[config.mk]
export PLATFORM = sky130hd
export DESIGN_NAME = bmf_emit
export DESIGN_NICKNAME = d
export VERILOG_FILES = /design/src/rtl/bmf_pkg.sv /design/src/rtl/bmf_emit.sv
export SDC_FILE = /design/constraint.sdc
export NUM_CORES = 1
export LEC_CHECK = 0
export BUFFER_PORTS_ARGS = -buffer_cell sky130_fd_sc_hd__buf_4
export CAP_MARGIN = 0
export CORE_ASPECT_RATIO = 2
export CORE_UTILIZATION = 30
export CTS_CLUSTER_SIZE = 40
export DETAILED_ROUTE_END_ITERATION = 8
export PLACE_DENSITY_LB_ADDON = 0.12
export RECOVER_POWER = 100
export SLEW_MARGIN = 20
export SYNTH_ARGS = -nofsm -noshare
export SYNTH_HDL_FRONTEND = slang
export SYNTH_SLANG_ARGS = --single-unit
[constraint.sdc]
create_clock -name clk -period 12.25 [get_ports clk]
set_input_delay 0.6125 -clock clk [delete_from_list [all_inputs] [get_ports clk]]
set_output_delay 0.6125 -clock clk [all_outputs]
set_load 0.01 [all_outputs]
[src/rtl/bmf_pkg.sv]
package bmf_pkg;

	localparam int unsigned MAX_WIDTH  = 4096;
	localparam int unsigned MAX_HEIGHT = 4096;
	localparam int unsigned COL_W      = $clog2(MAX_WIDTH);
	localparam int unsigned ROW_W      = $clog2(MAX_HEIGHT);
	localparam int unsigned CFG_W      = 13;
	localparam int unsigned IDX_W      = 2;
	localparam int unsigned PIX_W      = 8;

	localparam logic [IDX_W-1:0] REG_WIDTH  = IDX_W'(0);
	localparam logic [IDX_W-1:0] REG_HEIGHT = IDX_W'(1);

	localparam logic [CFG_W-1:0] SIZE_RESET = CFG_W'(256);

	// window columns that survive a shift, bit index is row*3+col
	localparam logic [8:0] WIN_KEEP = 9'h0DB;

	typedef logic [COL_W-1:0] col_t;
	typedef logic [ROW_W-1:0] row_t;
	typedef logic [1:0]       store_word_t;

	typedef struct packed {
		col_t col_last;
		row_t row_last;
	} geom_t;

	typedef struct packed {
		logic        rd_en;
		col_t        rd_addr;
		logic        wr_en;
		col_t        wr_addr;
		store_word_t wr_data;
	} store_req_t;

	typedef struct packed {
		logic [8:0] win;
		row_t       row;
		col_t       col;
		logic [3:0] pend;
	} item_t;

	function automatic logic [CFG_W-1:0] size_last(input logic [CFG_W-1:0] v,
		input logic [CFG_W-1:0] lim);
		logic [CFG_W-1:0] r;
		if (v == '0) begin
			r = '0;
		end else if (v > lim) begin
			r = lim - CFG_W'(1);
		end else begin
			r = v - CFG_W'(1);
		end
		return r;
	endfunction

	// returns {new value, old value}
	function automatic logic [1:0] vote(input logic [8:0] win, input logic row_hi,
		input logic col_hi, input logic top_ok, input logic bot_ok,
		input logic left_ok, input logic right_ok);
		int         cr;
		int         cc;
		int         gr;
		int         gc;
		logic       rv;
		logic       cv;
		logic [3:0] cnt;
		logic [3:0] white;
		logic       newv;
		cr    = row_hi ? 2 : 1;
		cc    = col_hi ? 2 : 1;
		cnt   = '0;
		white = '0;
		for (int dr = 0; dr < 3; dr++) begin
			for (int dc = 0; dc < 3; dc++) begin
				gr = cr - 1 + dr;
				gc = cc - 1 + dc;
				rv = (dr == 0) ? top_ok : ((dr == 2) ? bot_ok : 1'b1);
				cv = (dc == 0) ? left_ok : ((dc == 2) ? right_ok : 1'b1);
				if (rv && cv && gr <= 2 && gc <= 2) begin
					cnt   = cnt + 4'd1;
					white = white + {3'b000, win[gr*3+gc]};
				end
			end
		end
		newv = ((cnt - white) > white) ? 1'b0 : 1'b1;
		return {newv, win[cr*3+cc]};
	endfunction

endpackage

[src/rtl/bmf_emit.sv]
module bmf_emit (
	input  logic                 clk,
	input  logic                 arst_n,
	input  logic                 restart,
	input  bmf_pkg::geom_t       geom,
	input  bmf_pkg::item_t       item,
	input  logic                 item_load,
	output logic                 s2_free,
	output logic                 res_valid,
	input  logic                 res_stall,
	output logic                 filtered_pixel,
	output bmf_pkg::col_t        out_col,
	output bmf_pkg::row_t        out_row,
	output logic                 pixel_changed,
	output logic                 frame_changed,
	output logic                 last_of_run,
	output logic                 last_of_frame
);
	import bmf_pkg::*;

	logic       v_s2;
	logic [8:0] win_s2;
	row_t       row_s2;
	col_t       col_s2;
	logic [3:0] pend_s2;

	logic [1:0] k;
	logic [3:0] rem;
	row_t       ar;
	col_t       ac;
	logic [1:0] vr;
	logic       changed;
	logic       frame_chg;
	logic       at_end;
	logic       fire;
	logic       flag_q;

	logic res_valid_q;
	logic res_pix_q;
	col_t res_col_q;
	row_t res_row_q;
	logic res_chg_q;
	logic res_frame_q;
	logic res_run_q;
	logic res_end_q;

	always_comb begin
		if (pend_s2[0]) begin
			k = 2'd0;
		end else if (pend_s2[1]) begin
			k = 2'd1;
		end else if (pend_s2[2]) begin
			k = 2'd2;
		end else begin
			k = 2'd3;
		end
		rem = pend_s2 & ~(4'b0001 << k);
		ar  = k[1] ? row_s2 : row_s2 - ROW_W'(1);
		ac  = k[0] ? col_s2 : col_s2 - COL_W'(1);
		vr  = vote(win_s2, k[1], k[0], ar != '0, ar != geom.row_last,
			ac != '0, ac != geom.col_last);
		changed   = vr[1] ^ vr[0];
		frame_chg = flag_q | changed;
		at_end    = (ar == geom.row_last) && (ac == geom.col_last);
	end

	assign fire    = v_s2 && (!res_valid_q || !res_stall);
	assign s2_free = !v_s2 || (fire && rem == '0);

	always_ff @(posedge clk or negedge arst_n) begin
		if (!arst_n) begin
			v_s2 <= 1'b0;
		end else if (item_load) begin
			v_s2 <= 1'b1;
		end else if (fire && rem == '0) begin
			v_s2 <= 1'b0;
		end
	end

	always_ff @(posedge clk) begin
		if (item_load) begin
			win_s2  <= item.win;
			row_s2  <= item.row;
			col_s2  <= item.col;
			pend_s2 <= item.pend;
		end else if (fire) begin
			pend_s2 <= rem;
		end
	end

	always_ff @(posedge clk or negedge arst_n) begin
		if (!arst_n) begin
			flag_q <= 1'b0;
		end else if (restart) begin
			flag_q <= 1'b0;
		end else if (fire) begin
			flag_q <= at_end ? 1'b0 : frame_chg;
		end
	end

	always_ff @(posedge clk or negedge arst_n) begin
		if (!arst_n) begin
			res_valid_q <= 1'b0;
		end else if (fire) begin
			res_valid_q <= 1'b1;
		end else if (!res_stall) begin
			res_valid_q <= 1'b0;
		end
	end

	always_ff @(posedge clk) begin
		if (fire) begin
			res_pix_q   <= vr[1];
			res_col_q   <= ac;
			res_row_q   <= ar;
			res_chg_q   <= changed;
			res_frame_q <= frame_chg;
			res_run_q   <= (rem == '0);
			res_end_q   <= at_end;
		end
	end

	assign res_valid      = res_valid_q;
	assign filtered_pixel = res_pix_q;
	assign out_col        = res_col_q;
	assign out_row        = res_row_q;
	assign pixel_changed  = res_chg_q;
	assign frame_changed  = res_frame_q;
	assign last_of_run    = res_run_q;
	assign last_of_frame  = res_end_q;

endmodule

# Yosys cells after proc, flatten, opt, wreduce, memory -nomap -nowiden
# Cells that the tools add are included.
[totals]
ff_bits = 69
input_bits = 66
word_cells = 180
[op_classes]
addsub = 35
n_mul = 4
order_cmp = 17
eq_ne = 5
shifts = 1
muxes = 65
bitwise = 4
reduce_logical = 35
[ops]
columns = ["cell", "count"]
rows = [
  ["< comparator 32 x 6 -> 1 bit (second input constant)", 8],
  ["two-way mux 4 bit", 18],
  ["adder 32 x 4 -> 32 bit", 2],
  ["binary-select mux 1 bit (select 4 bit)", 10],
  ["adder 32 x 3 -> 32 bit", 1],
  ["adder 4 x 1 -> 4 bit", 8],
  ["adder 4 x 1 -> 4 bit (second input constant)", 8],
  ["<= comparator 32 x 3 -> 1 bit (second input constant)", 1],
  ["multiplier 32 x 3 -> 32 bit (second input constant)", 1],
  ["two-way mux 1 bit", 31],
  ["equality test 12 bit", 2],
  ["logical AND 1 bit", 24],
  ["two-way mux 12 bit", 2],
  ["!= test 12 bit", 2],
  ["nonzero test 12 bit", 2],
  ["subtractor 12 x 1 -> 12 bit (second input constant)", 2],
  ["adder 7 x 4 -> 8 bit", 2],
  ["adder 6 x 4 -> 7 bit", 2],
  ["<= comparator 4 x 3 -> 1 bit (second input constant)", 3],
  ["adder 3 x 2 -> 4 bit (second input constant)", 2],
  ["adder 3 x 3 -> 4 bit (second input constant)", 2],
  ["adder 7 x 3 -> 8 bit", 1],
  ["< comparator 8 x 6 -> 1 bit (second input constant)", 1],
  ["two-way mux 2 bit", 4],
  ["20 further kinds", 27],
]

# Depth between registers and ports, before layout
[logic_depth]
depth_word = 35
ltp_mapped = 47
ltp_nobuf = 45

# Least setup slack after synthesis
# OpenSTA, ideal clock, no wires.
[synth_path]
kind = "reg2reg"
from = "reg row_s2[0]"
to = "reg res_frame_q (netlist: frame_changed) (data pin)"
arrival_ns = 8.818
t_required_ns = 11.991
slack_ns = 3.173
stages_incl_launch_ff = 46
n_path_buf = 3
cell_sequence = "edfxtp_1 -> or2_1 -> clkbuf_1 -> or3_1 -> buf_2 -> or3_1 -> xnor2_2 -> nand4_1 -> clkbuf_1 -> nand2_1 -> a21oi_1 -> ha_1 -> and2_1 -> ha_1 -> nand2_1 -> a21oi_1 -> ha_1 -> nand2_1 -> [... 10 more ...] -> xnor2_1 -> ha_1 -> nand2_1 -> xnor2_1 -> nand2_1 -> xnor2_1 -> ha_1 -> or3_1 -> o21ai_0 -> a21oi_1 -> xnor2_1 -> xnor3_1 -> ha_1 -> nand3_1 -> o21ba_2 -> a211o_1 -> xor2_1 -> or2_1"
[synth_via]
elab_chain_cells = 28
word_cells_on_any_way = 59
cone_classes = "18 x add/sub; 1 x order compare; 1 x eq/ne; 20 x mux; 2 x bitwise; 17 x reduce/logical"
[synth_lines]
columns = ["item", "line", "text"]
rows = [
  ["start: declaration", "bmf_emit.sv:23", "row_t row_s2;"],
  ["start signal: assignment", "bmf_emit.sv:83", "row_s2 <= item.row;"],
  ["subtractor 12 x 1 -> 12 bit", "bmf_emit.sv:58", "ar = k[1] ? row_s2 : row_s2 - ROW_W'(1);"],
  ["two-way mux 12 bit (*)", "bmf_emit.sv:58", ""],
  ["nonzero test 12 bit", "bmf_emit.sv:60", "vr = vote(win_s2, k[1], k[0], ar != '0, ar != geom.row_last,"],
  ["logical AND 1 bit (3 in a row)", "bmf_pkg.sv:79", "if (rv && cv && gr <= 2 && gc <= 2) begin"],
  ["two-way mux 1 bit", "bmf_pkg.sv:79", ""],
  ["adder 4 x 1 -> 4 bit (on tied branches)", "bmf_pkg.sv:80, bmf_pkg.sv:81", ""],
  ["two-way mux 4 bit", "bmf_pkg.sv:79", ""],
  ["adder 4 x 1 -> 4 bit (on tied branches)", "bmf_pkg.sv:80, bmf_pkg.sv:81", ""],
  ["[... 13 more ...]", "-", ""],
  ["subtractor 4 bit", "bmf_pkg.sv:85", "newv = ((cnt - white) > white) ? 1'b0 : 1'b1;"],
  ["greater-than comparator 4 bit (*)", "bmf_pkg.sv:85", ""],
  ["two-way mux 1 bit (*)", "bmf_pkg.sv:85", ""],
  ["net vr[1]", "bmf_emit.sv:31", "logic [1:0] vr;"],
  ["XOR 1 bit (*)", "bmf_emit.sv:62", "changed = vr[1] ^ vr[0];"],
  ["net changed", "bmf_emit.sv:32", "logic changed;"],
  ["OR 1 bit (*)", "bmf_emit.sv:63", "frame_chg = flag_q | changed;"],
  ["net frame_chg", "bmf_emit.sv:33", "logic frame_chg;"],
  ["end signal: assignment", "bmf_emit.sv:117", "res_frame_q <= frame_chg;"],
  ["end: declaration", "bmf_emit.sv:43", "logic res_frame_q;"],
]
# Mark *: on every way through the listed nets, which the timed path passes. The rest lies on a longest branch.
# A chain may end at the register's enable or synchronous reset.

# Final worst setup path
[layout_path]
from = "reg pend_s2[0]"
to = "reg flag_q"
[layout_via]
elab_chain_cells = 33
word_cells_on_any_way = 131
cone_classes = "33 x add/sub; 4 x mul; 7 x order compare; 4 x eq/ne; 57 x mux; 2 x bitwise; 24 x reduce/logical"
[layout_lines]
columns = ["item", "line", "text"]
rows = [
  ["start: declaration", "bmf_emit.sv:25", "logic [3:0] pend_s2;"],
  ["start signal: assignment", "bmf_emit.sv:85", "pend_s2 <= item.pend;"],
  ["start signal: assignment", "bmf_emit.sv:87", "pend_s2 <= rem;"],
  ["two-way mux 2 bit (*)", "bmf_emit.sv:48", "if (pend_s2[0]) begin"],
  ["parallel branches: the longest is 25 deep, another holds multiplier 32 x 3 -> 32 bit", "-", ""],
  ["greater-than comparator 4 bit (*)", "bmf_pkg.sv:85", ""],
  ["two-way mux 1 bit (*)", "bmf_pkg.sv:85", ""],
  ["net vr[1]", "bmf_emit.sv:31", ""],
  ["XOR 1 bit (*)", "bmf_emit.sv:62", ""],
  ["net changed", "bmf_emit.sv:32", ""],
  ["OR 1 bit (*)", "bmf_emit.sv:63", ""],
  ["two-way mux 1 bit (*)", "bmf_emit.sv:97", "flag_q <= at_end ? 1'b0 : frame_chg;"],
  ["two-way mux 1 bit (*)", "bmf_emit.sv:96", "end else if (fire) begin"],
  ["two-way mux 1 bit (*)", "bmf_emit.sv:94", "end else if (restart) begin"],
  ["end signal: assignment", "bmf_emit.sv:97", ""],
  ["end: declaration", "bmf_emit.sv:36", "logic flag_q;"],
]
# Mark *: on every way through the listed nets, which the timed path passes. The select of a mux whose other input is x is not followed.

==> flow_summary.json <==
{
  "vias": 4487,
  "ant_nets": 0,
  "dr.pass1.iters": 6,
  "num-fill-cells": 1828,
  "root_buffer": "clkbuf_16",
  "slew_headroom": -0.563,
  "synthArstFlopShare": 0.0435,
  "cp_common_cell": "ha_1",
  "tritoncts": "yes",
  "fin_area_mm2": 0.00651,
  "synthFlopType": "edfxtp_1",
  "met3_usage": 0.0235,
  "maxSlewViolCount": 76,
  "max_freq_ghz": 0.0950,
  "initial_core_util": 0.308,
  "globalRouteOverflowTotal": 0,
  "start_kind": "flop",
  "grt_max_degree": 43,
  "final_common_cell": "edfxtp_1",
  "drive_gt1_frac": 0.164,
  "syn_nets": 647,
  "layout_min_cycle_time_ns": 10.52,
  "crit_path_end_kind": "flop",
  "hpwl_mm": 12.7,
  "antenna_found_initial": 0,
  "use_met2": 0.350,
  "syn_area_per_cell_um2": 10.1,
  "die_h_um": 194,
  "io_pins": 97,
  "setup_tns_ns": 0,
  "grt_pass1_wl_mm": 24.2,
  "final_util": 0.364,
  "die_area_mm2": 0.0189,
  "hp-class": "in2async",
  "grtUsageMet1": 0.152,
  "gp_congestion": 0.863,
  "yosysWarnings": 0,
  "status": "complete, but fails checks",
  "synthDistinctLibCells": 84,
  "post_cts_buffers": 0,
  "tightest_slew_ns": 2.34,
  "drt_iter0_markers": 200,
  "rsz0062_at_grt": "false",
  "grt_pass1_vias": 4584,
  "fp.coreArea_mm2": 0.0179,
  "clkLatencyLatePin_ns": 0.34,
  "required_ns": 12.49,
  "cts_max_level": 3,
  "synth_area_mm2": 0.00550,
  "hold-worst-slack_ns": 0.0625,
  "critical_path_class": "reg2reg",
  "yosysSeqAreaShare": 0.374,
  "wl_mm": 15.7,
  "grt_util_all_layers": 0.170,
  "port_buffers": 96,
  "wl_per_cell_um": 18.5,
  "grt-busiest-layer": "met2",
  "setup_viol": 0,
  "arrival_ns": 10.77,
  "die_x_um": 97.8,
  "cts_buffer_depth": 2,
  "rows": 69,
  "layout_common_cells": "66 x edfxtp_1, 58 x nand2_1, 35 x clkbuf_1",
  "critPathMaxFanout": 20,
  "layout.cells.non_filler": 852,
  "drc": 16,
  "cts_sinks": 69,
  "dpl_cell_area_mm2": 0.00640,
  "final_hold_viol_count": 0,
  "peakVddDrop_mv": 0.151,
  "timing.final.crit_share": 0.859,
  "p_leak_nw": 2.50,
  "placedCellCount": 836,
  "timing.critical_path.slowest_stage_cell": "edfxtp_1",
  "violations": "DRC, capacitance limit, slew limit",
  "r2r_slack_ns": 1.73,
  "clk_pin_slew_ns": 0.06,
  "syn_to_final_growth_pct": 18.4,
  "cts_made_buffers": 9,
  "via_per_inst": 5.27,
  "synth_edf_count": 66,
  "layout.nets": 734,
  "max_stage_delay_ns": 0.80,
  "synth_seq_cells": 69,
  "netlist_instances": 547,
  "powerDensity_mw_per_mm2": 223,
  "fin_skew_ns": 0.00514,
  "cts_resized": 0,
  "max_cap_viol_count": 2,
  "n_antenna_cell": 0,
  "hold_buffers": 0
}
==> area by class of cell <==
class | count | area, um^2 | share of cell area
Inverter | 26 | 97.6 | 0.0150
Clock inverter | 6 | 62.6 | 0.00960
Sequential cell | 69 | 2060 | 0.316
Clock buffer | 10 | 229 | 0.0352
Multi-Input combinational cell | 428 | 3180 | 0.488
Timing Repair Buffer | 100 | 623 | 0.0957
Tap cell | 213 | 267 | 0.0409
==> power by group <==
part	total [mW]	internal (mW)	switching, mW
logic	0.836	0.376	0.460
registers	0.350	0.325	0.0254
clock network	0.263	0.157	0.106
total	1.45	0.858	0.591
==> critical path: cells and delay by family (launching register included) <==
kind | cells | cell delay [ns]
buffers and inverters | 1 | 0.12
AO/OA/AOI/OAI | 10 | 1.94
XOR/XNOR | 7 | 1.49
multiplexers | 2 | 0.54
flip-flops | 1 | 0.80
adder cells (fa/ha/maj) | 10 | 2.61
AND/OR/NAND/NOR | 13 | 2.90
==> flip-flops by register name, summed over array words and instances (netlist names) <==
register and cells:
out_col 12, win_s2 9, last_of_frame 1, res_valid 1, out_row 12, pixel_changed 1
flag_q 1, v_s2 1, frame_changed 1, row_s2 12, pend_s2 4, col_s2 12
filtered_pixel 1, last_of_run 1
==> path summary, 6_finish.rpt <==
kind / start / end / cells past startpoint
hold reg to reg: v_s2 / res_valid / 1
max in group asynchronous: arst_n / flag_q / 1
setup / recovery: pend_s2[0] / flag_q / 43
setup reg to reg: pend_s2[0] / flag_q / 43
hold / removal: arst_n / res_valid / 1
min in group clk: restart / flag_q / 2
==> stage by stage <==
step,setup slack (ns),total power [mW]
finish,1.73,1.45
global route,0.846,1.58
CTS,1.82,1.48
detailed placement,1.87,1.21
global placement,2.22,1.18
floorplan,3.17,0.987
==> kinds of logic after synthesis <==
kind of cell    Yosys count  share of synthesized area
buf+inv                  50                     0.0387
flops                    69                      0.374
fa+ha+maj                34                     0.0787
xor+xnor                 60                      0.114
mux                      19                     0.0441
simple gates            200                      0.196
compound gates          115                      0.155
==> cell usage after synthesis, types with 3 or more instances <==
master	number	area (um^2)
edfxtp_1	66	1980
nand2_1	57	214
ha_1	33	413
nor2_1	33	124
xnor2_1	29	254
o21ai_0	26	130
inv_1	25	93.8
xor2_1	23	201
a21oi_1	21	105
nand2b_1	16	100
clkbuf_1	14	52.6
nor3_1	14	70.1
mux2i_1	13	130
or3_1	12	75.1
nor2b_1	10	62.6
and2_1	8	50.1
nor4_1	8	50.1
nand3_1	7	35.0
a31oi_1	6	37.5
a22oi_1	5	37.5
buf_2	5	25.0
nand4_1	5	31.3
nand4b_1	5	43.8
o2111ai_1	5	43.8
o211ai_1	5	37.5
or2_2	5	31.3
a211oi_1	4	30.0
mux4_2	4	90.1
xnor3_1	4	90.1
a21boi_0	3	22.5
a41oi_1	3	26.3
dfrtp_1	3	75.1
o31a_1	3	26.3
==> metal layers <==
metal / part of all wire / wire length (um) / vias up
met2: 0.59 / 9250 / 123
met3: 0.031 / 489 / 34
li1: - / - / 2202
met5: 0 / 0 / -
met4: 0.041 / 649 / 0
met1: 0.34 / 5350 / 2128
(Power assumes the default switching activity.)
