### src/rtl/bmf_pkg.sv
package bmf_pkg;

	localparam int unsigned MAX_WIDTH  = 4096;
	localparam int unsigned MAX_HEIGHT = 4096;
	localparam int unsigned COL_W      = $clog2(MAX_WIDTH);
	localparam int unsigned ROW_W      = $clog2(MAX_HEIGHT);
	localparam int unsigned CFG_W      = 13;
	localparam int unsigned IDX_W      = 2;
	localparam int unsigned PIX_W      = 8;

	localparam logic [IDX_W-1:0] REG_WIDTH  = IDX_W'(0);
	localparam logic [IDX_W-1:0] REG_HEIGHT = IDX_W'(1);

	localparam logic [CFG_W-1:0] SIZE_RESET = CFG_W'(256);

	// window columns that survive a shift, bit index is row*3+col
	localparam logic [8:0] WIN_KEEP = 9'h0DB;

	typedef logic [COL_W-1:0] col_t;
	typedef logic [ROW_W-1:0] row_t;
	typedef logic [1:0]       store_word_t;

	typedef struct packed {
		col_t col_last;
		row_t row_last;
	} geom_t;

	typedef struct packed {
		logic        rd_en;
		col_t        rd_addr;
		logic        wr_en;
		col_t        wr_addr;
		store_word_t wr_data;
	} store_req_t;

	typedef struct packed {
		logic [8:0] win;
		row_t       row;
		col_t       col;
		logic [3:0] pend;
	} item_t;

	function automatic logic [CFG_W-1:0] size_last(input logic [CFG_W-1:0] v,
		input logic [CFG_W-1:0] lim);
		logic [CFG_W-1:0] r;
		if (v == '0) begin
			r = '0;
		end else if (v > lim) begin
			r = lim - CFG_W'(1);
		end else begin
			r = v - CFG_W'(1);
		end
		return r;
	endfunction

	// returns {new value, old value}
	function automatic logic [1:0] vote(input logic [8:0] win, input logic row_hi,
		input logic col_hi, input logic top_ok, input logic bot_ok,
		input logic left_ok, input logic right_ok);
		int         cr;
		int         cc;
		int         gr;
		int         gc;
		logic       rv;
		logic       cv;
		logic [3:0] cnt;
		logic [3:0] white;
		logic       newv;
		cr    = row_hi ? 2 : 1;
		cc    = col_hi ? 2 : 1;
		cnt   = '0;
		white = '0;
		for (int dr = 0; dr < 3; dr++) begin
			for (int dc = 0; dc < 3; dc++) begin
				gr = cr - 1 + dr;
				gc = cc - 1 + dc;
				rv = (dr == 0) ? top_ok : ((dr == 2) ? bot_ok : 1'b1);
				cv = (dc == 0) ? left_ok : ((dc == 2) ? right_ok : 1'b1);
				if (rv && cv && gr <= 2 && gc <= 2) begin
					cnt   = cnt + 4'd1;
					white = white + {3'b000, win[gr*3+gc]};
				end
			end
		end
		newv = ((cnt - white) > white) ? 1'b0 : 1'b1;
		return {newv, win[cr*3+cc]};
	endfunction

endpackage

### src/rtl/bmf_front.sv
module bmf_front (
	input  logic                       clk,
	input  logic                       arst_n,
	input  logic                       pix_valid,
	output logic                       pix_stall,
	input  logic [bmf_pkg::PIX_W-1:0]  pixel_value,
	input  logic                       cfg_wr_en,
	input  logic [bmf_pkg::IDX_W-1:0]  cfg_index,
	input  logic [bmf_pkg::CFG_W-1:0]  cfg_data,
	input  logic                       s2_free,
	output bmf_pkg::store_req_t        store_req,
	input  bmf_pkg::store_word_t       store_rd,
	output bmf_pkg::geom_t             geom,
	output bmf_pkg::item_t             item,
	output logic                       item_load,
	output logic                       restart
);
	import bmf_pkg::*;

	logic             accept;
	logic             adv1;
	logic [CFG_W-1:0] width_last;
	logic [CFG_W-1:0] height_last;

	col_t        col_last_q;
	row_t        row_last_q;
	col_t        col_q;
	row_t        row_q;
	logic [8:0]  win_q;
	logic [8:0]  win_next;

	logic        v_s1;
	logic        pix_s1;
	col_t        col_s1;
	row_t        row_s1;
	logic        fresh_q;
	logic        fwd_q;
	store_word_t fwd_d_q;
	store_word_t hold_q;
	store_word_t eff;
	logic [3:0]  mask;

	assign restart     = cfg_wr_en && (cfg_index == REG_WIDTH || cfg_index == REG_HEIGHT);
	assign width_last  = size_last(cfg_data, CFG_W'(MAX_WIDTH));
	assign height_last = size_last(cfg_data, CFG_W'(MAX_HEIGHT));

	always_ff @(posedge clk or negedge arst_n) begin
		if (!arst_n) begin
			col_last_q <= COL_W'(SIZE_RESET - CFG_W'(1));
			row_last_q <= ROW_W'(SIZE_RESET - CFG_W'(1));
		end else if (cfg_wr_en) begin
			if (cfg_index == REG_WIDTH) begin
				col_last_q <= width_last[COL_W-1:0];
			end
			if (cfg_index == REG_HEIGHT) begin
				row_last_q <= height_last[ROW_W-1:0];
			end
		end
	end

	assign geom.col_last = col_last_q;
	assign geom.row_last = row_last_q;

	// results due: (r-1,c-1), (r-1,c), (r,c-1), (r,c)
	always_comb begin
		mask[0] = (row_s1 != '0) && (col_s1 != '0);
		mask[1] = (row_s1 != '0) && (col_s1 == col_last_q);
		mask[2] = (row_s1 == row_last_q) && (col_s1 != '0);
		mask[3] = (row_s1 == row_last_q) && (col_s1 == col_last_q);
	end

	assign adv1      = v_s1 && (mask == '0 || s2_free);
	assign pix_stall = v_s1 && !adv1;
	assign accept    = pix_valid && !pix_stall;

	always_ff @(posedge clk or negedge arst_n) begin
		if (!arst_n) begin
			col_q <= '0;
			row_q <= '0;
		end else if (restart) begin
			col_q <= '0;
			row_q <= '0;
		end else if (accept) begin
			if (col_q == col_last_q) begin
				col_q <= '0;
				row_q <= (row_q == row_last_q) ? '0 : row_q + ROW_W'(1);
			end else begin
				col_q <= col_q + COL_W'(1);
			end
		end
	end

	always_ff @(posedge clk or negedge arst_n) begin
		if (!arst_n) begin
			v_s1    <= 1'b0;
			fresh_q <= 1'b0;
			fwd_q   <= 1'b0;
		end else begin
			v_s1    <= accept || (v_s1 && !adv1);
			fresh_q <= accept;
			fwd_q   <= adv1 && (col_s1 == col_q);
		end
	end

	always_ff @(posedge clk) begin
		if (accept) begin
			pix_s1 <= (pixel_value != '0);
			col_s1 <= col_q;
			row_s1 <= row_q;
		end
		fwd_d_q <= {eff[0], pix_s1};
		hold_q  <= eff;
	end

	// bypass the row store when the entry read was written at the same edge
	assign eff = fresh_q ? (fwd_q ? fwd_d_q : store_rd) : hold_q;

	assign win_next = ((win_q >> 1) & WIN_KEEP) | {pix_s1, 2'b00, eff[0], 2'b00, eff[1], 2'b00};

	always_ff @(posedge clk or negedge arst_n) begin
		if (!arst_n) begin
			win_q <= '0;
		end else if (restart) begin
			win_q <= '0;
		end else if (adv1) begin
			win_q <= win_next;
		end
	end

	always_comb begin
		store_req.rd_en   = accept;
		store_req.rd_addr = col_q;
		store_req.wr_en   = adv1;
		store_req.wr_addr = col_s1;
		store_req.wr_data = {eff[0], pix_s1};
	end

	assign item.win  = win_next;
	assign item.row  = row_s1;
	assign item.col  = col_s1;
	assign item.pend = mask;
	assign item_load = adv1 && (mask != '0);

endmodule

### config.mk
export PLATFORM = sky130hd
export DESIGN_NAME = bmf_front
export DESIGN_NICKNAME = d
export VERILOG_FILES = /design/src/rtl/bmf_pkg.sv /design/src/rtl/bmf_front.sv
export SDC_FILE = /design/constraint.sdc
export NUM_CORES = 1
export LEC_CHECK = 0
export ABC_AREA = 1
export BUFFER_PORTS_ARGS = -buffer_cell sky130_fd_sc_hd__buf_2
export CAP_MARGIN = 20
export CELL_PAD_IN_SITES_DETAIL_PLACEMENT = 1
export CELL_PAD_IN_SITES_GLOBAL_PLACEMENT = 2
export CORE_MARGIN = 4
export CORE_UTILIZATION = 31
export DETAILED_ROUTE_END_ITERATION = 8
export PLACE_DENSITY = 0.86
export REMOVE_ABC_BUFFERS = 1
export SLEW_MARGIN = 20
export SYNTH_ARGS = -nofsm -noshare
export SYNTH_HDL_FRONTEND = slang
export SYNTH_SLANG_ARGS = --single-unit
### constraint.sdc
create_clock -name clk -period 3 [get_ports clk]
set_input_delay 0.3 -clock clk [delete_from_list [all_inputs] [get_ports clk]]
set_output_delay 0.3 -clock clk [all_outputs]
set_load 0.1 [all_outputs]
After elaboration in Yosys (flattened, before gate mapping) --
Index checks and enable logic that the tools add are counted.
Storage, ports and cells: register bits after elaboration 89, bits of input ports 30, output and inout bits 92, logic and storage cells 65
Cells by class: add/sub/neg operators 3, $lt $le $gt $ge 1, equal/unequal tests 6, muxes and demuxes 13, bitwise gates (word level) 1, reduce and logical (&&, ||, !) cells 28
Operators by type and width (number):
- two-way mux 12 bit | 9
- == test 12 bit | 5
- adder 12 x 1 -> 12 bit (second input constant) | 2
- nonzero test 12 bit | 2
- two-way mux 9 bit | 2
- greater-than comparator 13 bit (second input constant) | 1
- logical NOT 13 bit | 1
- subtractor 12 x 1 -> 12 bit (second input constant) | 1
- logical AND 1 bit | 10
- bitwise OR 8 x 9 -> 9 bit | 1
- nonzero test 8 bit | 1
- AND reduction 2 bit | 3
- nonzero test 2 bit | 3
- logical NOT 4 bit | 1
- two-way mux 2 bit | 2
- nonzero test 4 bit | 1
- logical OR 1 bit | 3
- == test 2 x 1 -> 1 bit (second input constant) | 1
- logical NOT 1 bit | 2
- logical NOT 2 bit | 1

Longest topological paths before layout --
Gate-level depths: netlist of the first run.
depth in word-level cells 11, mapped depth 15, gate-level depth less buffers 15

Worst setup path after synthesis of the first run --
OpenSTA, ideal clock, no wires.
path type reg-to-output, start point register col_s1[2], end point output port item[3] (netlist name), arrival time 2749 ps, required time 2700 ps, setup slack -49 ps, stages on the path, launching flop included 6, buffers on the path 0, cell sequence edfxtp_1 xnor2_1 nand2_1 nor2_1 nand3_1 nor2_1
RTL lines:
- from (decl) | line bmf_front.sv:34 | col_t col_s1;
- from (signal assigned) | line bmf_front.sv:108 | col_s1 <= col_q;
- to (decl) | line bmf_front.sv:14 | output bmf_pkg::item_t item,

Worst setup path in the final report of the first run --
start point register col_s1[4], end point output port item_load
Between the ends: word-level cells in the longest chain between the ends 6, elaborated cells on any way between the ends 11, those cells by class eq/ne (1); reduce/logical (10)
Ends and longest elaborated chain:
- == test 12 bit / nonzero test 12 bit (equally long branches)
- logical AND 1 bit, on equally long branches
- logical NOT 4 bit | line bmf_front.sv:72 | assign adv1 = v_s1 && (mask == '0 || s2_free);
- logical OR 1 bit | line bmf_front.sv:72
- logical AND 1 bit | line bmf_front.sv:72
- logical AND 1 bit (*) | line bmf_front.sv:142 | assign item_load = adv1 && (mask != '0);
- to (decl) | line bmf_front.sv:15 | output logic item_load,
Mark *: on every way between the ends. The rest lies on a longest branch, timed or not.

==> results of run 1 <==
[metrics by stage]
stage | setup slack [ns] | hold slack, ns | total power (W) | cell area, um2
global route | 0.00564 | 0.0651 | 0.00448 | 6030
floorplan | -1.16 | 0.00441 | 0.00281 | 4790
finish | 0.173 | 0.0218 | 0.00429 | 6030
detailed placement | 0.466 | 0.408 | 0.00319 | 5740
CTS | 0.0907 | 0.0404 | 0.00433 | 6030
global placement | 0.554 | 0.400 | 0.00315 | 5740
[cells by family (layout without fill, tap and decap cells)]
group           count (synthesis)  after routing
fa+ha+maj                       4              4
compound gates                 45             45
buf+inv                        88            198
xor+xnor                       58             58
flops                          85             85
simple gates                  341            341
[Yosys cell counts (all sizes together), types with 8 or more instances]
cell    number
nand2      187
nor2        68
inv         52
nand3       51
dfrtp       41
o21ai       38
xnor2       33
buf         27
edfxtp      25
xor2        25
dfstp       16
nand4       11
nor3         8
[final timing paths]
path | end | slack [ns] | cells after the start
max in group asynchronous | col_last_q[5] | 2.28 | 2
max | item_load | 0.17 | 12
min reg2reg | fwd_d_q[0] | 0.44 | 0
max reg2reg | row_s1[3] | 0.56 | 8
min in group clk | v_s1 | 0.20 | 2
min | row_q[4] | 0.02 | 1
[per-layer routing]
layer,part of all wire,global-route usage,vias up,routed length [um]
met2,0.49,0.313,108,8230
met1,0.44,0.238,2247,7370
met3,0.063,0.0524,8,1050
li1,-,-,2182,-
met5,0,0,-,0
met4,0.0062,0.0274,0,104
[state kept, by name (all words and copies together), names as in the netlist]
name	cells
col_last_q	12
col_q	12
col_s1	12
row_last_q	12
row_q	12
row_s1	12
win_q	6
hold_q	2
fresh_q	1
fwd_d_q	1
fwd_q	1
pix_s1	1
v_s1	1
[cell type report]
| type | instances | area share |
|---|---|---|
| clock buffers | 11 | 0.0402 |
| clock inverters | 5 | 0.00830 |
| inverters | 55 | 0.0342 |
| multi-input cells | 448 | 0.386 |
| flip-flops and latches | 85 | 0.374 |
| well taps | 216 | 0.0448 |
| repair buffers | 127 | 0.112 |
[where the power goes]
| part | switching, W | internal, W | leakage, nW |
|---|---|---|---|
| combinational | 0.00128 | 0.000305 | 1.81 |
| sequential | 0.000210 | 0.00136 | 0.980 |
| clock | 0.000474 | 0.000662 | 0.141 |
| total | 0.00197 | 0.00233 | 2.93 |
[what timing repair did]
item,in CTS,in global routing
resized for setup,0,1
endpoints found under the hold margin,0,0
setup endpoints to repair,0,1
==> flow_metrics.tcl, run 1 <==
set metrics [dict create \
    start_util 0.316 \
    clkTransAtPathRegs_ns 0.07 \
    cts_buffers 9 \
    criticalPathCategory "reg2out" \
    rsz0062_at_grt "false" \
    multi_input_area_um2 2330 \
    syn_to_final_growth_pct 20.2 \
    synth-xor-area-share 0.101 \
    yosys.area_share.simple 0.305 \
    fin_crit_sh 0.942 \
    ctsHoldBuffers 0 \
    crit_family "simple AND/OR/NAND/NOR gates" \
    core_area_um2 15900 \
    dieHeight_um 135 \
    p_leak_nw 2.93 \
    diodes 0 \
    firstDrtPassIters 4 \
    route.detailed.wl_per_inst_um 17.7 \
    synth_area_per_cell_um2 8.08 \
    max_freq_ghz 0.354 \
    tightest_slew_ns 0.742 \
    maxCapViolCount 0 \
    netlist-cell-type-count 37 \
    ctsRootBufferMaster "clkbuf_16" \
    power_density_nw_per_um2 712 \
    cp.arrival_ns 2.53 \
    grt_usage 0.184 \
    grt_pass1_wl_mm 26.2 \
    nNetsFinal 760 \
    row_count 46 \
    ant_nets 0 \
    netlist_instances 621 \
    synth_top_area_share 0.204 \
    slowest_stage "edfxtp_1" \
    synth_ff_type "dfrtp_1" \
    clock-sinks 85 \
    drc 0 \
    routed_wl_mm 16.8 \
    grt_pass1_vias 4763 \
    synth_area_leaders "dfrtp_1, edfxtp_1, nand2_1" \
    grt.overflow.total 0 \
    yosysTopAreaCell "dfrtp_1" \
    synth_edf_count 25 \
    cts_setup_buffers 0 \
    slowest_delay_ns 0.51 \
    ys_seq_elements 85 \
    ys_seq_area_frac 0.450 \
    end_kind "output pin" \
    drv_slew 0 \
    hpwl_mm 13.1 \
    path_cells "nor2_1, nand3_1, nor3_2, nand2_2, nand2_1, inv_1, nand2_1, nand2_1, inv_2, nand2_1, inv_1, buf_2" \
    die_w_um 135 \
    vias_per_cell 4.80 \
    crit_path_start_kind "flip-flop" \
    finalCriticalPeriod_ns 2.83 \
    synth_top_family_by_area "simple AND/OR/NAND/NOR gates" \
    required_ns 2.70 \
    hold_viol 0 \
    tns_ns 0 \
    slew_headroom 0.505 \
    finClkSkew_ns 0.00890 \
    path_max_fanout 8 \
    syn_area_um2 5020 \
    dpl.cell_count 931 \
    seq_area_um2 2260 \
    io_pins 122 \
    drive_gt1_frac 0.257 \
    r2r_start "col_s1[4]" \
    nFillCells 2020 \
    setup_viol 0 \
    synthAdderAreaFrac 0.00997 \
    grt_max_degree 30 \
    final_util 0.380 \
    min_path_type "in2async" \
    path_buf_inv 4 \
    async_flop_share 0.671 \
    startpoint "col_s1[4]" \
    antenna_found_initial 0 \
    crit_top_cell "nand2_1" \
    clk_path_buf_depth 2 \
    synth-compound-area-share 0.0474 \
    place.gp.congestion 0.874 \
    num_vias 4545 \
    portBuffers 121 \
    muxShareOfSynthArea 0 \
    final_common_cell "nand2_1" \
    yosys_warnings 0 \
    drt_iter0_markers 245 \
    die_area_um2 18300 \
    outcome "completed" \
    final_cells 947 \
    cts_max_level 3 \
    cts_tree "yes" \
    clock_latency_ns 0.35 \
    peakVddDrop_uv 497 \
    layout.cells.most_common_list "nand2_1, buf_2, nor2_1, inv_1, nand3_1" \
]
(Power assumes the default switching activity.)
==> inputs of run 2 (changes only) <==
--- a/config.mk
+++ b/config.mk
@@ -6,13 +6,13 @@
 export NUM_CORES = 1
 export LEC_CHECK = 0
 export ABC_AREA = 1
-export BUFFER_PORTS_ARGS = -buffer_cell sky130_fd_sc_hd__buf_2
 export CAP_MARGIN = 20
 export CELL_PAD_IN_SITES_DETAIL_PLACEMENT = 1
 export CELL_PAD_IN_SITES_GLOBAL_PLACEMENT = 2
 export CORE_MARGIN = 4
-export CORE_UTILIZATION = 31
+export CORE_UTILIZATION = 37
 export DETAILED_ROUTE_END_ITERATION = 8
+export DONT_BUFFER_PORTS = 1
 export PLACE_DENSITY = 0.86
 export REMOVE_ABC_BUFFERS = 1
 export SLEW_MARGIN = 20
==> flow_metrics.tcl, run 2 (synthesized netlist as in run 1, its figures left out) <==
set metrics [dict create \
    routed_wl_mm 16.8 \
    nFillCells 1598 \
    min_path_type "in2reg" \
    slew_headroom 0.290 \
    fin_crit_sh 0.983 \
    cts_tree "yes" \
    path_cells "buf_6, nor2_1, nand3_1, nor3_4, nand2_2, nand2_1, inv_2, nand2_1, nand2_2, inv_2, buf_4" \
    layout.cells.most_common_list "nand2_1, buf_4, nor2_1, inv_1, nand3_1" \
    io_pins 122 \
    grt_max_degree 58 \
    drc 0 \
    clock-sinks 85 \
    setup_viol 0 \
    design_area_um2 6440 \
    path_buf_inv 4 \
    grt_pass1_vias 4801 \
    vias_per_cell 5.14 \
    syn_to_final_growth_pct 28.2 \
    cp.arrival_ns 2.65 \
    cts_buffers 9 \
    place_ws_ns 0.235 \
    dpl.cell_count 855 \
    peakVddDrop_uv 371 \
    die_w_um 124 \
    clk_path_buf_depth 2 \
    max_freq_ghz 0.339 \
    outcome "completed" \
    grt_pass1_wl_mm 26.5 \
    row_count 42 \
    grt.overflow.total 0 \
    tns_ns 0 \
    p_leak_nw 2.99 \
    drt_iter0_markers 186 \
    maxCapViolCount 0 \
    finalCriticalPeriod_ns 2.95 \
    final_common_cell "nand2_1" \
    required_ns 2.70 \
    nNetsFinal 732 \
    firstDrtPassIters 4 \
    place.gp.congestion 0.887 \
    clock_latency_ns 0.35 \
    rsz0062_at_grt "true" \
    path_max_fanout 7 \
    num_vias 4522 \
    clkTransAtPathRegs_ns 0.06 \
    criticalPathCategory "reg2out" \
    slowest_stage "edfxtp_1" \
    die_area_um2 15500 \
    hold_viol 0 \
    crit_path_start_kind "flip-flop" \
    core_area_um2 13200 \
    drv_slew 0 \
    drive_gt1_frac 0.245 \
    ctsRootBufferMaster "clkbuf_16" \
    portBuffers 0 \
    setup_ws_ns 0.0525 \
    dieHeight_um 124 \
    antenna_found_initial 0 \
    crit_family "flip-flops" \
    start_util 0.379 \
    ant_nets 0 \
    dpl_cell_area_um2 6050 \
    cts_max_level 3 \
    final_cells 879 \
    tightest_slew_ns 1.06 \
    end_kind "output pin" \
    power_density_nw_per_um2 668 \
    route.detailed.wl_per_inst_um 19.1 \
    diodes 0 \
    grt_usage 0.217 \
    slowest_delay_ns 0.83 \
    hpwl_mm 13.1 \
    finClkSkew_ns 0.00948 \
]
==> run 2: cell type report <==
type,count,area [um2],share of cell area
sequential,85,2260,0.351
clock inverter,5,26.3,0.00408
inverter,55,206,0.0321
timing repair buffer,99,1110,0.173
tap,176,220,0.0342
clock buffer,11,233,0.0362
multi-input combinational,448,2380,0.370
==> run 2: metal layers <==
layer | track usage | vias to the layer above | routed length (um)
met5 | 0 | - | 0
met4 | 0.0832 | 0 | 396
met3 | 0.0617 | 26 | 1080
met2 | 0.372 | 117 | 8480
met1 | 0.257 | 2258 | 6810
li1 | - | 2121 | -
==> run 2: path summary, 6_finish.rpt <==
| kind | start | endpoint | slack, ns | cells past startpoint |
|---|---|---|---|---|
| worst max-delay path | col_s1[5] | store_req[14] | 0.05 | 11 |
| worst min-delay path | pix_valid | v_s1 | 0.07 | 1 |
| worst max register to register | col_s1[5] | row_q[8] | 0.16 | 13 |
| worst min register to register | row_q[9] | row_s1[9] | 0.52 | 0 |
| max in group asynchronous | arst_n | row_last_q[2] | 2.20 | 2 |
| min in group asynchronous | arst_n | col_q[9] | 0.46 | 2 |
==> run 2: timing repair <==
item                                    CTS  global route
endpoints found under the setup margin    2             4
resized for setup                         2            11
endpoints found under the hold margin    57             0
buffers inserted                          3             3
hold buffers                              2             0
pin swaps                                 6             6
==> run 2: power breakdown <==
group / switching (W) / internal (W) / leakage (nW)
sequential: 0.000250 / 0.00136 / 0.980
combinational: 0.00126 / 0.000411 / 1.88
clock: 0.000466 / 0.000557 / 0.133
total: 0.00197 / 0.00232 / 2.99
==> run 2: worst reg2reg max path: cells and delay by family (launching register included) <==
family,cells,cell delay [ns]
flops,1,0.83
simple gates,10,1.30
buf+inv,3,0.60
==> run 2: through the flow <==
step                      total power, W  hold slack (ns)   util
after floorplan                  0.00281          0.00441      -
after global placement           0.00321          0.00719  0.457
after detailed placement         0.00326          0.00712  0.457
after CTS                        0.00431           0.0572  0.482
after global routing             0.00448           0.0516  0.486
final                            0.00430           0.0688  0.486
==> inputs of run 3 (changes only) <==
--- a/config.mk
+++ b/config.mk
@@ -6,7 +6,6 @@
 export NUM_CORES = 1
 export LEC_CHECK = 0
 export ABC_AREA = 1
-export CAP_MARGIN = 20
 export CELL_PAD_IN_SITES_DETAIL_PLACEMENT = 1
 export CELL_PAD_IN_SITES_GLOBAL_PLACEMENT = 2
 export CORE_MARGIN = 4
==> constraint.sdc (replaced) <==
create_clock -name clk -period 2.9 [get_ports clk]
set_input_delay 0.29 -clock clk [delete_from_list [all_inputs] [get_ports clk]]
set_output_delay 0.29 -clock clk [all_outputs]
set_load 0.1 [all_outputs]
==> flow_metrics.tcl, run 3 (synthesized netlist as in run 1, its figures left out) <==
set metrics [dict create \
    crit_top_cell "nand2_1" \
    dpl_cell_area_um2 6070 \
    required_ns 2.61 \
    cts_setup_buffers 0 \
    outcome "completed" \
    ctsRootBufferMaster "clkbuf_16" \
    antenna_found_initial 0 \
    peakVddDrop_uv 498 \
    core_area_um2 13200 \
    firstDrtPassIters 4 \
    nFillCells 1602 \
    num_vias 4497 \
    final_cells 875 \
    slowest_delay_ns 0.54 \
    setup_viol 0 \
    nNetsFinal 728 \
    diodes 0 \
    start_util 0.379 \
    portBuffers 0 \
    clkTransAtPathRegs_ns 0.06 \
    cp.arrival_ns 2.28 \
    clock-sinks 85 \
    crit_path_start_kind "flip-flop" \
    io_pins 122 \
    hpwl_mm 13.3 \
    hold_viol 0 \
    power_density_nw_per_um2 706 \
    drt_iter0_markers 221 \
    syn_to_final_growth_pct 27.6 \
    final_common_cell "nand2_1" \
    grt_usage 0.220 \
    crit_family "simple AND/OR/NAND/NOR gates" \
    layout.cells.most_common_list "nand2_1, buf_4, nor2_1, inv_1, nand3_1" \
    finalCriticalPeriod_ns 2.57 \
    vias_per_cell 5.14 \
    die_w_um 124 \
    path_max_fanout 3 \
    slew_headroom 0.361 \
    fin_crit_sh 0.886 \
    min_path_type "in2reg" \
    finClkSkew_ns 0.0106 \
    dieHeight_um 124 \
    path_buf_inv 4 \
    p_leak_nw 2.97 \
    tightest_slew_ns 0.959 \
    die_area_um2 15500 \
    grt_max_degree 58 \
    max_freq_ghz 0.389 \
    slowest_stage "dfstp_2" \
    place.gp.congestion 0.864 \
    path_cells "xnor2_1, nand2_1, nor2_1, nand3_1, nand2_1, nand2_1, inv_1, nand2_1, nand2_1, clkinv_1, nand2_1, inv_1, buf_12" \
    ant_nets 0 \
    route.detailed.wl_per_inst_um 19.3 \
    grt_pass1_vias 4900 \
    ctsResizeCount 0 \
    dpl.cell_count 857 \
    grt.overflow.total 0 \
    cts_buffers 9 \
    end_kind "output pin" \
    maxCapViolCount 0 \
    rsz0062_at_grt "false" \
    grt_pass1_wl_mm 27.1 \
    cts_tree "yes" \
    cts_max_level 3 \
    criticalPathCategory "reg2out" \
    total_power_w 0.00452 \
    drive_gt1_frac 0.230 \
    clock_latency_ns 0.35 \
    design_area_um2 6400 \
    row_count 42 \
    clk_path_buf_depth 2 \
    routed_wl_mm 16.9 \
    drv_slew 0 \
    drc 0 \
]
## run 3: changes by cell type in the layout (fill, tap and decap cells not counted), sizes merged
cell	before	now
buf	98	94
clkbuf	11	14
clkinv	6	3
clkinvlp	0	1
inv	54	53
## run 3: path summary, 6_finish.rpt
check / slack, ns / depth (start not counted) / from / to
worst max register to register: 0.64 / 13 / col_s1[5] / col_q[7]
worst max-delay path: 0.33 / 13 / row_last_q[1] / item_load
min in group asynchronous: 0.51 / 2 / arst_n / col_q[11]
max in group asynchronous: 2.07 / 2 / arst_n / row_last_q[7]
worst min-delay path: 0.06 / 1 / pix_valid / v_s1
worst min register to register: 0.52 / 0 / row_q[9] / row_s1[9]
## run 3: final cells by class
type,instances,area [um2],area share
clock inverter,2,13.8,0.00215
inverter,55,206,0.0322
timing repair buffer,95,1070,0.166
sequential,85,2260,0.352
tap,176,220,0.0344
clock buffer,14,285,0.0445
multi-input combinational,448,2360,0.368
## run 3: power by group
part	switching [W]	internal [W]	total, W
registers	0.000255	0.00140	0.00166
clock network	0.000473	0.000681	0.00115
logic	0.00130	0.000416	0.00171
total	0.00203	0.00250	0.00452
## run 3: repair_timing
item	in CTS	in global routing
endpoints found under the setup margin	0	0
hold buffers	2	0
endpoints found under the hold margin	57	0
## run 3: through the flow
stage	utilization	hold slack (ns)	setup slack, ns	setup TNS, ns
2_1_floorplan	-	-0.00559	-1.26	-41.92
3_3_place_gp	0.458	-0.00244	0.709	0
3_5_place_dp	0.458	-0.00277	0.644	0
4_1_cts	0.484	0.0432	0.294	0
5_1_grt	0.484	0.0500	0.0908	0
6_report	0.484	0.0570	0.330	0
## run 3: per-layer routing
layer	routed length, um	track usage	up-vias
met5	0	0	-
met4	510	0.0896	0
met3	1130	0.0579	35
met2	8380	0.377	135
met1	6860	0.262	2211
li1	-	-	2116
